===== src/hw/rtl/rmv_pkg.sv =====
// Shared constants and controller/datapath interface types for the running mean/variance block.
`timescale 1ns / 1ps

package rmv_pkg;

    // Default geometry
    localparam int SAMPLE_BITS_DEF    = 16;
    localparam int COUNT_BITS_DEF     = 20;
    localparam int MEAN_FRAC_BITS_DEF = 16;

    // Fixed result formats
    localparam int MEAN_W       = 32;
    localparam int SUMSQ_W      = 63;
    localparam int SQ_FRAC_BITS = 8;

    // Width of the multiplier operand slice taken from the residual per cycle
    localparam int MUL_CHUNK_BITS = 17;

    localparam logic [SUMSQ_W-1:0] SUMSQ_MAX = {SUMSQ_W{1'b1}};
    localparam logic [MEAN_W-1:0]  MEAN_MAX  = {1'b0, {(MEAN_W-1){1'b1}}};
    localparam logic [MEAN_W-1:0]  MEAN_MIN  = {1'b1, {(MEAN_W-1){1'b0}}};

    typedef struct packed {
        logic load;      // request accepted: capture sample, clear on start_new
        logic prep;      // form delta, load divider
        logic div_step;  // one restoring divide step
        logic mean;      // new mean from quotient
        logic resid;     // residual, clear product accumulator
        logic mul_step;  // one partial product
        logic term;      // scale and clamp product
        logic finish;    // commit state, load result register
    } rmv_cmd_t;

    typedef struct packed {
        logic full;      // count at maximum, sample to be dropped
        logic div_last;  // current divide step is the last
        logic mul_last;  // current partial product is the last
        logic out_busy;  // result register held by receiver stall
    } rmv_status_t;

endpackage


===== src/hw/rtl/running_mean_variance.sv =====
// Running mean and variance accumulator, top level.
//
// Request channel: sample and start_new with req_valid/req_stall; a request
// is taken on a clock edge with req_valid high and req_stall low. start_new
// clears count, mean and sum of squares before the sample is folded in.
// Result channel: one result per request on res_valid/res_stall, held stable
// while res_stall is high.
// Sequencing: a request is worked on alone. With W = max(SAMPLE_BITS +
// MEAN_FRAC_BITS, 32) + 1, the radix-2 divider takes W steps and the multiplier
// ceil(W/17) partial products; req_stall drops as res_valid rises, and only then
// is the next request taken. A sample that arrives with a full count skips both
// and is reported as dropped.
// A finished result waits in the output register while the next request runs;
// the block holds a further result until the receiver drops res_stall.
// Reset: asynchronous, active low; clears count, mean, sum and res_valid.
`timescale 1ns / 1ps

module running_mean_variance
#(
    parameter int SAMPLE_BITS    = rmv_pkg::SAMPLE_BITS_DEF,
    parameter int COUNT_BITS     = rmv_pkg::COUNT_BITS_DEF,
    parameter int MEAN_FRAC_BITS = rmv_pkg::MEAN_FRAC_BITS_DEF
)
(
    input  logic                               clk,
    input  logic                               rst_n,
    input  logic                               req_valid,
    output logic                               req_stall,
    input  logic [SAMPLE_BITS-1:0]             sample,
    input  logic                               start_new,
    output logic                               res_valid,
    input  logic                               res_stall,
    output logic [COUNT_BITS-1:0]              sample_count,
    output logic signed [rmv_pkg::MEAN_W-1:0]  running_mean,
    output logic [rmv_pkg::SUMSQ_W-1:0]        sum_sq_dev,
    output logic                               sample_dropped,
    output logic                               sum_saturated
);

    rmv_pkg::rmv_cmd_t    cmd;
    rmv_pkg::rmv_status_t status;

    rmv_ctrl u_ctrl
    (
        .clk       (clk),
        .rst_n     (rst_n),
        .req_valid (req_valid),
        .req_stall (req_stall),
        .cmd       (cmd),
        .status    (status)
    );

    rmv_datapath
    #(
        .SAMPLE_BITS    (SAMPLE_BITS),
        .COUNT_BITS     (COUNT_BITS),
        .MEAN_FRAC_BITS (MEAN_FRAC_BITS)
    )
    u_datapath
    (
        .clk            (clk),
        .rst_n          (rst_n),
        .cmd            (cmd),
        .status         (status),
        .sample         (sample),
        .start_new      (start_new),
        .res_valid      (res_valid),
        .res_stall      (res_stall),
        .sample_count   (sample_count),
        .running_mean   (running_mean),
        .sum_sq_dev     (sum_sq_dev),
        .sample_dropped (sample_dropped),
        .sum_saturated  (sum_saturated)
    );

endmodule


===== src/hw/rtl/rmv_ctrl.sv =====
// Sequencer for the running mean/variance block.
`timescale 1ns / 1ps

module rmv_ctrl
(
    input  logic                 clk,
    input  logic                 rst_n,
    input  logic                 req_valid,
    output logic                 req_stall,
    output rmv_pkg::rmv_cmd_t    cmd,
    input  rmv_pkg::rmv_status_t status
);

    localparam logic [2:0] ST_IDLE  = 3'd0;
    localparam logic [2:0] ST_PREP  = 3'd1;
    localparam logic [2:0] ST_DIV   = 3'd2;
    localparam logic [2:0] ST_MEAN  = 3'd3;
    localparam logic [2:0] ST_RESID = 3'd4;
    localparam logic [2:0] ST_MUL   = 3'd5;
    localparam logic [2:0] ST_TERM  = 3'd6;
    localparam logic [2:0] ST_FIN   = 3'd7;

    logic [2:0] state_reg;
    logic [2:0] state_next;
    logic       accept;

    assign req_stall = (state_reg != ST_IDLE);
    assign accept    = req_valid && !req_stall;

    always_comb
    begin
        cmd        = '0;
        state_next = state_reg;
        unique case (state_reg)
            ST_IDLE:
            begin
                if (accept)
                begin
                    cmd.load   = 1'b1;
                    state_next = ST_PREP;
                end
            end
            ST_PREP:
            begin
                cmd.prep   = 1'b1;
                state_next = status.full ? ST_FIN : ST_DIV;
            end
            ST_DIV:
            begin
                cmd.div_step = 1'b1;
                if (status.div_last)
                begin
                    state_next = ST_MEAN;
                end
            end
            ST_MEAN:
            begin
                cmd.mean   = 1'b1;
                state_next = ST_RESID;
            end
            ST_RESID:
            begin
                cmd.resid  = 1'b1;
                state_next = ST_MUL;
            end
            ST_MUL:
            begin
                cmd.mul_step = 1'b1;
                if (status.mul_last)
                begin
                    state_next = ST_TERM;
                end
            end
            ST_TERM:
            begin
                cmd.term   = 1'b1;
                state_next = ST_FIN;
            end
            ST_FIN:
            begin
                // wait for the result register to drain
                if (!status.out_busy)
                begin
                    cmd.finish = 1'b1;
                    state_next = ST_IDLE;
                end
            end
            default:
            begin
                state_next = ST_IDLE;
            end
        endcase
    end

    always_ff @(posedge clk or negedge rst_n)
    begin
        if (!rst_n)
        begin
            state_reg <= ST_IDLE;
        end
        else
        begin
            state_reg <= state_next;
        end
    end

endmodule


===== src/hw/rtl/rmv_datapath.sv =====
// Datapath: Welford state, restoring divider, sliced multiplier and result register.
`timescale 1ns / 1ps

module rmv_datapath
#(
    parameter int SAMPLE_BITS    = rmv_pkg::SAMPLE_BITS_DEF,
    parameter int COUNT_BITS     = rmv_pkg::COUNT_BITS_DEF,
    parameter int MEAN_FRAC_BITS = rmv_pkg::MEAN_FRAC_BITS_DEF
)
(
    input  logic                               clk,
    input  logic                               rst_n,
    input  rmv_pkg::rmv_cmd_t                  cmd,
    output rmv_pkg::rmv_status_t               status,
    input  logic [SAMPLE_BITS-1:0]             sample,
    input  logic                               start_new,
    output logic                               res_valid,
    input  logic                               res_stall,
    output logic [COUNT_BITS-1:0]              sample_count,
    output logic signed [rmv_pkg::MEAN_W-1:0]  running_mean,
    output logic [rmv_pkg::SUMSQ_W-1:0]        sum_sq_dev,
    output logic                               sample_dropped,
    output logic                               sum_saturated
);

    localparam int MEAN_W  = rmv_pkg::MEAN_W;
    localparam int SUMSQ_W = rmv_pkg::SUMSQ_W;
    localparam int XS_W    = SAMPLE_BITS + MEAN_FRAC_BITS;
    localparam int D_W     = ((XS_W > MEAN_W) ? XS_W : MEAN_W) + 1;
    localparam int MAG_W   = D_W;
    localparam int Q_W     = D_W + 1;
    localparam int NM_W    = Q_W + 1;
    localparam int CHUNK   = rmv_pkg::MUL_CHUNK_BITS;
    localparam int NCHUNK  = (MAG_W + CHUNK - 1) / CHUNK;
    localparam int R_PAD_W = NCHUNK * CHUNK;
    localparam int PP_W    = MAG_W + CHUNK;
    localparam int ACC_W   = MAG_W + R_PAD_W;
    localparam int STEP_W  = $clog2(MAG_W);
    localparam int SHIFT   = 2 * MEAN_FRAC_BITS - rmv_pkg::SQ_FRAC_BITS;

    localparam logic [COUNT_BITS-1:0] COUNT_MAX = {COUNT_BITS{1'b1}};
    localparam logic signed [NM_W-1:0] NM_HI =
        $signed({{(NM_W-MEAN_W+1){1'b0}}, {(MEAN_W-1){1'b1}}});
    localparam logic signed [NM_W-1:0] NM_LO = ~NM_HI;

    // accumulator state
    logic [COUNT_BITS-1:0]      count_reg;
    logic signed [MEAN_W-1:0]   mean_reg;
    logic [SUMSQ_W-1:0]         sumsq_reg;
    logic [STEP_W-1:0]          step_reg;
    logic                       res_valid_reg;

    // per-request working registers
    logic [SAMPLE_BITS-1:0]     sample_reg;
    logic [COUNT_BITS-1:0]      n_reg;
    logic                       drop_reg;
    logic                       d_neg_reg;
    logic [MAG_W-1:0]           d_mag_reg;
    logic [COUNT_BITS-1:0]      rem_reg;
    logic [MAG_W-1:0]           quo_reg;
    logic signed [MEAN_W-1:0]   nm_reg;
    logic [R_PAD_W-1:0]         r_sh_reg;
    logic [ACC_W-1:0]           acc_reg;
    logic [SUMSQ_W-1:0]         term_reg;

    // result register
    logic [COUNT_BITS-1:0]      count_out_reg;
    logic signed [MEAN_W-1:0]   mean_out_reg;
    logic [SUMSQ_W-1:0]         sumsq_out_reg;
    logic                       dropped_out_reg;
    logic                       sat_out_reg;

    logic signed [XS_W-1:0]     xs;
    logic signed [D_W-1:0]      xs_ext;
    logic signed [D_W-1:0]      d;
    logic [MAG_W-1:0]           d_mag;
    logic [COUNT_BITS:0]        rem_shift;
    logic [COUNT_BITS:0]        rem_diff;
    logic                       rem_ge;
    logic signed [Q_W-1:0]      q_pos;
    logic signed [Q_W-1:0]      q;
    logic signed [NM_W-1:0]     nm_wide;
    logic signed [MEAN_W-1:0]   nm_sat;
    logic signed [D_W-1:0]      r;
    logic [MAG_W-1:0]           r_mag;
    logic [PP_W-1:0]            pp;
    logic [ACC_W-1:0]           sh;
    logic [SUMSQ_W:0]           sum_wide;
    logic [SUMSQ_W-1:0]         sumsq_upd;
    logic [COUNT_BITS-1:0]      fin_count;
    logic signed [MEAN_W-1:0]   fin_mean;
    logic [SUMSQ_W-1:0]         fin_sumsq;

    // delta = sample scaled to the mean format minus the current mean
    assign xs     = $signed({sample_reg, {MEAN_FRAC_BITS{1'b0}}});
    assign xs_ext = D_W'(xs);
    assign d      = xs_ext - D_W'(mean_reg);
    assign d_mag  = d[D_W-1] ? MAG_W'(-d) : MAG_W'(d);

    // restoring divide of |delta| by n, one quotient bit per step
    assign rem_shift = {rem_reg, quo_reg[MAG_W-1]};
    assign rem_diff  = rem_shift - {1'b0, n_reg};
    assign rem_ge    = !rem_diff[COUNT_BITS];

    // quotient truncates toward zero, so the sign is applied to the magnitude
    assign q_pos   = $signed(Q_W'(quo_reg));
    assign q       = d_neg_reg ? -q_pos : q_pos;
    assign nm_wide = NM_W'(q) + NM_W'(mean_reg);

    always_comb
    begin
        priority if (nm_wide > NM_HI)
        begin
            nm_sat = $signed(rmv_pkg::MEAN_MAX);
        end
        else if (nm_wide < NM_LO)
        begin
            nm_sat = $signed(rmv_pkg::MEAN_MIN);
        end
        else
        begin
            nm_sat = nm_wide[MEAN_W-1:0];
        end
    end

    assign r     = xs_ext - D_W'(nm_reg);
    assign r_mag = r[D_W-1] ? MAG_W'(-r) : MAG_W'(r);

    // |delta| * |r|, residual consumed from its top slice down
    assign pp = PP_W'(d_mag_reg) * PP_W'(r_sh_reg[R_PAD_W-1 -: CHUNK]);

    assign sh        = acc_reg >> SHIFT;
    assign sum_wide  = {1'b0, sumsq_reg} + {1'b0, term_reg};
    assign sumsq_upd = sum_wide[SUMSQ_W] ? rmv_pkg::SUMSQ_MAX : sum_wide[SUMSQ_W-1:0];

    assign fin_count = drop_reg ? count_reg : n_reg;
    assign fin_mean  = drop_reg ? mean_reg  : nm_reg;
    assign fin_sumsq = drop_reg ? sumsq_reg : sumsq_upd;

    assign status.full     = (count_reg == COUNT_MAX);
    assign status.div_last = (step_reg == STEP_W'(MAG_W - 1));
    assign status.mul_last = (step_reg == STEP_W'(NCHUNK - 1));
    assign status.out_busy = res_valid_reg && res_stall;

    always_ff @(posedge clk or negedge rst_n)
    begin
        if (!rst_n)
        begin
            count_reg     <= '0;
            mean_reg      <= '0;
            sumsq_reg     <= '0;
            step_reg      <= '0;
            res_valid_reg <= 1'b0;
        end
        else
        begin
            if (cmd.load && start_new)
            begin
                count_reg <= '0;
                mean_reg  <= '0;
                sumsq_reg <= '0;
            end
            else if (cmd.finish)
            begin
                count_reg <= fin_count;
                mean_reg  <= fin_mean;
                sumsq_reg <= fin_sumsq;
            end

            if (cmd.prep || cmd.resid)
            begin
                step_reg <= '0;
            end
            else if (cmd.div_step || cmd.mul_step)
            begin
                step_reg <= step_reg + 1'b1;
            end

            if (cmd.finish)
            begin
                res_valid_reg <= 1'b1;
            end
            else if (!res_stall)
            begin
                res_valid_reg <= 1'b0;
            end
        end
    end

    always_ff @(posedge clk)
    begin
        if (cmd.load)
        begin
            sample_reg <= sample;
        end

        if (cmd.prep)
        begin
            n_reg     <= count_reg + 1'b1;
            drop_reg  <= status.full;
            d_neg_reg <= d[D_W-1];
            d_mag_reg <= d_mag;
            quo_reg   <= d_mag;
            rem_reg   <= '0;
        end
        else if (cmd.div_step)
        begin
            quo_reg <= {quo_reg[MAG_W-2:0], rem_ge};
            rem_reg <= rem_ge ? rem_diff[COUNT_BITS-1:0] : rem_shift[COUNT_BITS-1:0];
        end

        if (cmd.mean)
        begin
            nm_reg <= nm_sat;
        end

        if (cmd.resid)
        begin
            r_sh_reg <= R_PAD_W'(r_mag);
            acc_reg  <= '0;
        end
        else if (cmd.mul_step)
        begin
            r_sh_reg <= r_sh_reg << CHUNK;
            acc_reg  <= (acc_reg << CHUNK) + ACC_W'(pp);
        end

        if (cmd.term)
        begin
            term_reg <= (sh > ACC_W'(rmv_pkg::SUMSQ_MAX)) ? rmv_pkg::SUMSQ_MAX
                                                          : sh[SUMSQ_W-1:0];
        end

        if (cmd.finish)
        begin
            count_out_reg   <= fin_count;
            mean_out_reg    <= fin_mean;
            sumsq_out_reg   <= fin_sumsq;
            dropped_out_reg <= drop_reg;
            sat_out_reg     <= (fin_sumsq == rmv_pkg::SUMSQ_MAX);
        end
    end

    assign res_valid      = res_valid_reg;
    assign sample_count   = count_out_reg;
    assign running_mean   = mean_out_reg;
    assign sum_sq_dev     = sumsq_out_reg;
    assign sample_dropped = dropped_out_reg;
    assign sum_saturated  = sat_out_reg;

`ifndef SYNTHESIS
    a_sat_flag: assert property (@(posedge clk) disable iff (!rst_n)
        res_valid_reg |-> (sat_out_reg == (sumsq_out_reg == rmv_pkg::SUMSQ_MAX)))
        else $error("saturation flag disagrees with sum");

    a_drop_full: assert property (@(posedge clk) disable iff (!rst_n)
        (res_valid_reg && dropped_out_reg) |-> (count_out_reg == COUNT_MAX))
        else $error("sample dropped while count not full");

    a_div_rem: assert property (@(posedge clk) disable iff (!rst_n)
        cmd.div_step |-> (rem_reg < n_reg))
        else $error("divider remainder not below divisor");

    a_cmd_one: assert property (@(posedge clk) disable iff (!rst_n)
        $onehot0({cmd.load, cmd.prep, cmd.div_step, cmd.mean,
                  cmd.resid, cmd.mul_step, cmd.term, cmd.finish}))
        else $error("more than one datapath command");
`endif

endmodule

===== config.mk =====
export PLATFORM = sky130hd
export DESIGN_NAME = running_mean_variance
export DESIGN_NICKNAME = d
export VERILOG_FILES = /design/src/hw/rtl/rmv_pkg.sv /design/src/hw/rtl/running_mean_variance.sv /design/src/hw/rtl/rmv_ctrl.sv /design/src/hw/rtl/rmv_datapath.sv
export SDC_FILE = /design/constraint.sdc
export NUM_CORES = 2
export LEC_CHECK = 0
export BUFFER_PORTS_ARGS = -buffer_cell sky130_fd_sc_hd__buf_2
export CAP_MARGIN = 30
export CORE_MARGIN = 5
export CORE_UTILIZATION = 60
export DETAILED_ROUTE_END_ITERATION = 16
export PLACE_DENSITY_LB_ADDON = 0.08
export SETUP_SLACK_MARGIN = 0.2
export SLEW_MARGIN = 20
export SYNTH_ARGS = -nofsm -noshare
export SYNTH_HDL_FRONTEND = slang
export SYNTH_SLANG_ARGS = --single-unit

===== constraint.sdc =====
create_clock -name clk -period 9.6 [get_ports clk]
set_input_delay 0.96 -clock clk [delete_from_list [all_inputs] [get_ports clk]]
set_output_delay 0.96 -clock clk [all_outputs]
set_load 0.005 [all_outputs]

# Word level (Yosys, flattened, before mapping)
# Index checks and enable logic that the tools add are counted.
# totals
ff_bits	562
latchBits	0
ramBits	0
rom_bits	0
inputBits	21
output_inout_bits	119
elab_cells	109
memories	0
# classes
add_sub_neg	11
multipliers	1
div	0
n_lt_le_gt_ge	3
n_eq_ne	16
n_shift	0
mux	40
bitwise	0
n_reduce_logical	14
# ops
cell	count
two-way mux 63 bit	5
two-way mux 33 bit	6
two-way mux 32 bit	4
two-way mux 20 bit	4
adder 67 x 50 -> 67 bit	1
negator 33 bit	2
subtractor 32 x 32 -> 33 bit	2
adder 63 x 63 -> 64 bit	1
equality test 63 bit, second input constant	1
greater-than comparator 43 x 63 -> 1 bit, second input constant	1
multiplier 33 x 17 -> 50 bit	1
adder 34 x 32 -> 35 bit	1
greater-than comparator 35 x 32 -> 1 bit, second input constant	1
less-than comparator 35 x 32 -> 1 bit, second input constant	1
two-way mux 34 bit	1
negator 33 -> 34 bit	1
one-hot mux 3 bit (8 select lines)	1
subtractor 21 x 20 -> 21 bit	1
adder 20 x 1 -> 20 bit, second input constant	1
equality test 20 bit, second input constant	1
two-way mux 3 bit	5
equality test 3 bit, second input constant	4
two-way mux 1 bit	12
two-way mux 6 bit	2
14 further kinds	25

# Logic depth before layout (Yosys ltp)
# depth
depth_word	7
mapped_depth	29
mapped_depth_nobuf	27

# Cells and area by module
# Synthesis repeated with hierarchy kept, for this count alone.
# unflattened
hier_cells	5095
area_unflattened_um2	49252.2
# modules_own_cells
module	n_inst	cells_each	area_each_um2	seq_area_each_um2
rmv_datapath	1	5057	48935.7	14694.1
rmv_ctrl	1	38	316.6	75.1

# Worst setup path before layout
# Ideal clock, no wire load.
# synth_path
kind	reg-to-reg
startpoint	register u_datapath.r_sh_reg[27]
endpoint	register u_datapath.acc_reg[48]
setup_time_ns	0.117
arrival_time_ns	7.004
t_required_ns	9.483
path_slack_ns	2.480
stages_incl_launch_ff	26
n_path_buf	3
period_less_slack_ns	7.120
path_cell_list	edfxtp_1 -> clkbuf_1 -> clkbuf_1 -> nand2_1 -> fa_1 -> inv_1 -> fa_1 -> fa_1 -> fa_1 -> fa_1 -> fa_1 -> ha_1 -> clkbuf_1 -> a21oi_1 -> o21ai_0 -> a2111oi_0 -> nand3_1 -> a21oi_1 -> o311ai_1 -> a311o_1 -> a31o_2 -> a311oi_1 -> o21bai_1 -> a21oi_1 -> xnor2_1 -> a22o_1
# synth_between
elab_chain_cells	2
# synth_rtl
element	line_no	text
start, declared	rmv_datapath.sv:62	logic [R_PAD_W-1:0] r_sh_reg;
start signal, assigned	rmv_datapath.sv:219	r_sh_reg <= R_PAD_W'(r_mag);
start signal, assigned	rmv_datapath.sv:224	r_sh_reg <= r_sh_reg << CHUNK;
multiplier 33 x 17 -> 50 bit	rmv_datapath.sv:130	assign pp = PP_W'(d_mag_reg) * PP_W'(r_sh_reg[R_PAD_W-1 -: CHUNK]);
adder 67 x 50 -> 67 bit	rmv_datapath.sv:225	acc_reg <= (acc_reg << CHUNK) + ACC_W'(pp);
end signal, assigned	rmv_datapath.sv:225	
end, declared	rmv_datapath.sv:63	logic [ACC_W-1:0] acc_reg;
# No other way between the ends.
# A chain may end at the register's enable or synchronous reset.

# Final worst setup path
# layout_path
startpoint	register u_datapath.r_sh_reg[21]
endpoint	register u_datapath.acc_reg[48]
# The elaborated chain is that of the path after synthesis.

==> flow_summary.json <==
{
  "status": "complete, no violations",
  "antenna_found_initial": 4,
  "synthDistinctLibCells": 100,
  "synth_edf_count": 329,
  "startpoint_type": "flop",
  "setup-violations-final": 0,
  "drc_errors": 0,
  "largest_reg_flops": 67,
  "cts.repair.resized": 0,
  "setup_slack_ps": 1250,
  "vias": 37500,
  "tns_ps": 0,
  "syn_nets": 5967,
  "cp_common_cell": "fa_1",
  "routed_via_density": 5.95,
  "cts_buffers": 60,
  "post_synth_instance_area_sq_mm": 0.0492,
  "initial_utilization": 0.602,
  "syn_to_final_growth_pct": 7.38,
  "grt_pass1_wl_um": 211000,
  "hpwl_um": 101000,
  "fin_util": 0.646,
  "cts_buffer_depth": 3,
  "synth_top_area_share": 0.204,
  "ys.flop_type": "edfxtp_1",
  "clock_skew_ps": 48.1,
  "cts_setup_buffers": 0,
  "rsz0062_at_grt": "no",
  "num-fill-cells": 6760,
  "critPathSlowestCell": "edfxtp_1",
  "cp_cell_sequence": "buf_4 > nand2_1 > fa_1 > fa_1 > fa_1 > inv_1 > fa_1 > fa_1 > fa_1 > ha_1 > a21oi_1 > o21ai_0 > a2111oi_0 > nand3_1 > a21oi_1 > o311ai_1 > a311o_1 > a31o_2 > a311oi_1 > o21bai_1 > a21oi_1 > xnor2_1 > a22o_1",
  "coreArea_sq_mm": 0.0817,
  "synth_area_leaders": "fa_1, edfxtp_1, ha_1, dfrtp_1, inv_1",
  "ctsHoldBuffers": 0,
  "cts_max_level": 2,
  "pre_cts_ws_ps": 1390,
  "synth-seq-cells": 542,
  "crit_buf_inv": 2,
  "wirelength_um": 133000,
  "yosys.area.top_type": "fa_1",
  "drt_pass1_iterations": 6,
  "critPathTopFamily": "adder cells",
  "crit_required_ps": 10110,
  "tightest_slew_ps": 1010,
  "final_max_slew_viol_count": 0,
  "final_common_cell": "inv_1",
  "slowest_delay_ps": 990,
  "clock_latency_ps": 660,
  "drt_iter0_drc": 3310,
  "clock-sinks": 542,
  "ys_warn_count": 0,
  "syn_inst": 5164,
  "cts_tree": "built",
  "clk_pin_slew_ps": 60,
  "drive_gt1_frac": 0.0750,
  "maxSlewHeadroom": 0.328,
  "dieArea_sq_mm": 0.0878,
  "gr-usage-all-layers": 0.306,
  "worstPathArrival_ps": 8850,
  "fin_crit_sh": 0.869,
  "mostFrequentLayoutCells": "inv_1, nand2_1, fa_1, edfxtp_1, ha_1",
  "yosysSeqAreaShare": 0.300,
  "die_width_um": 296,
  "grt_max_degree": 91,
  "hold_violations": 0,
  "io_pins": 140,
  "reg2reg_slack_ps": 1250,
  "max_freq_ghz": 0.120,
  "grt-ovfl-total": 0,
  "hp-class": "in2async",
  "worstSetupPathType": "reg2reg",
  "n_antenna_cell": 0,
  "syn_avg_cell_area_sq_um": 9.52,
  "cap_violations": 0,
  "die_h_um": 296,
  "place_congestion": 0.925,
  "rows": 105,
  "grt_pass1_vias": 37400,
  "cts_root_buf": "clkbuf_16",
  "end_kind": "flop",
  "async_flop_share": 0.231,
  "portBuffers": 139,
  "wl_per_cell_um": 21.2,
  "final_net_count": 5983,
  "ant_nets": 0,
  "layout_min_cycle_time_ps": 8350,
  "cp_max_fo": 22
}
## cells in the mapped netlist (16+ instances only)
cell and n:
a211oi_1 17, a21o_1 86, a21oi_1 251, a22o_1 117, a31oi_1 26, and2_1 254
and3_1 38, clkbuf_1 219, dfrtp_1 125, dfxtp_1 88, edfxtp_1 329, fa_1 500
ha_1 282, inv_1 698, mux2_2 51, mux2i_1 31, nand2_1 670, nand2b_1 38
nand3_1 79, nand4_1 45, nor2_1 181, nor2b_1 33, nor3_1 66, nor4_1 16
o211ai_1 16, o21a_1 28, o21ai_0 271, o21ai_1 20, o21bai_1 27, o31ai_1 31
or3_1 33, xnor2_1 192, xor2_1 98
## cells by family after synthesis
group           after synthesis  synth area share
compound gates              998             0.131
buf+inv                     939            0.0721
simple gates               1531             0.152
fa+ha+maj                   782             0.275
xor+xnor                    290            0.0516
flops                       542             0.300
mux                          82            0.0180
## stage by stage
| step | cell area [sq um] | instances | hold WS (ps) |
|---|---|---|---|
| 2_1_floorplan | 49200 | 5164 | 403 |
| 3_5_place_dp | 50800 | 6188 | 415 |
| 5_1_grt | 52800 | 6300 | 385 |
| 3_3_place_gp | 50700 | 6185 | 413 |
| 6_report | 52800 | 6300 | 339 |
| 4_1_cts | 52800 | 6300 | 369 |
## layer usage
layer | vias up | wire [um] | GRT usage
met3 | 198 | 12100 | 0.0667
met2 | 1432 | 59100 | 0.469
li1 | 17300 | - | -
met5 | - | 7 | 0
met1 | 18500 | 59000 | 0.452
met4 | 2 | 3180 | 0.0709
## area by class of cell
class                   count  area [sq um]  share of cell area
multi-input cells        3683         30900               0.585
flip-flops and latches    542         14800               0.280
inverters                 701          2640              0.0500
clock buffers              75          1600              0.0303
well taps                1070          1340              0.0253
repair buffers            192          1130              0.0213
clock inverters            37           423             0.00801
## worst paths after layout
kind / depth (start not counted) / start / end
min in group clk: 0 / u_datapath.acc_reg[57] / u_datapath.term_reg[33]
setup reg to reg: 23 / u_datapath.r_sh_reg[21] / u_datapath.acc_reg[48]
max in group asynchronous: 2 / rst_n / u_datapath.mean_reg[2]
hold reg to reg: 0 / u_datapath.acc_reg[57] / u_datapath.term_reg[33]
hold / removal: 1 / rst_n / u_datapath.sumsq_reg[27]
setup / recovery: 23 / u_datapath.r_sh_reg[21] / u_datapath.acc_reg[48]
Power is not shown: default switching activity piles up to over one toggle a cycle in this logic, so the estimate is an artifact.
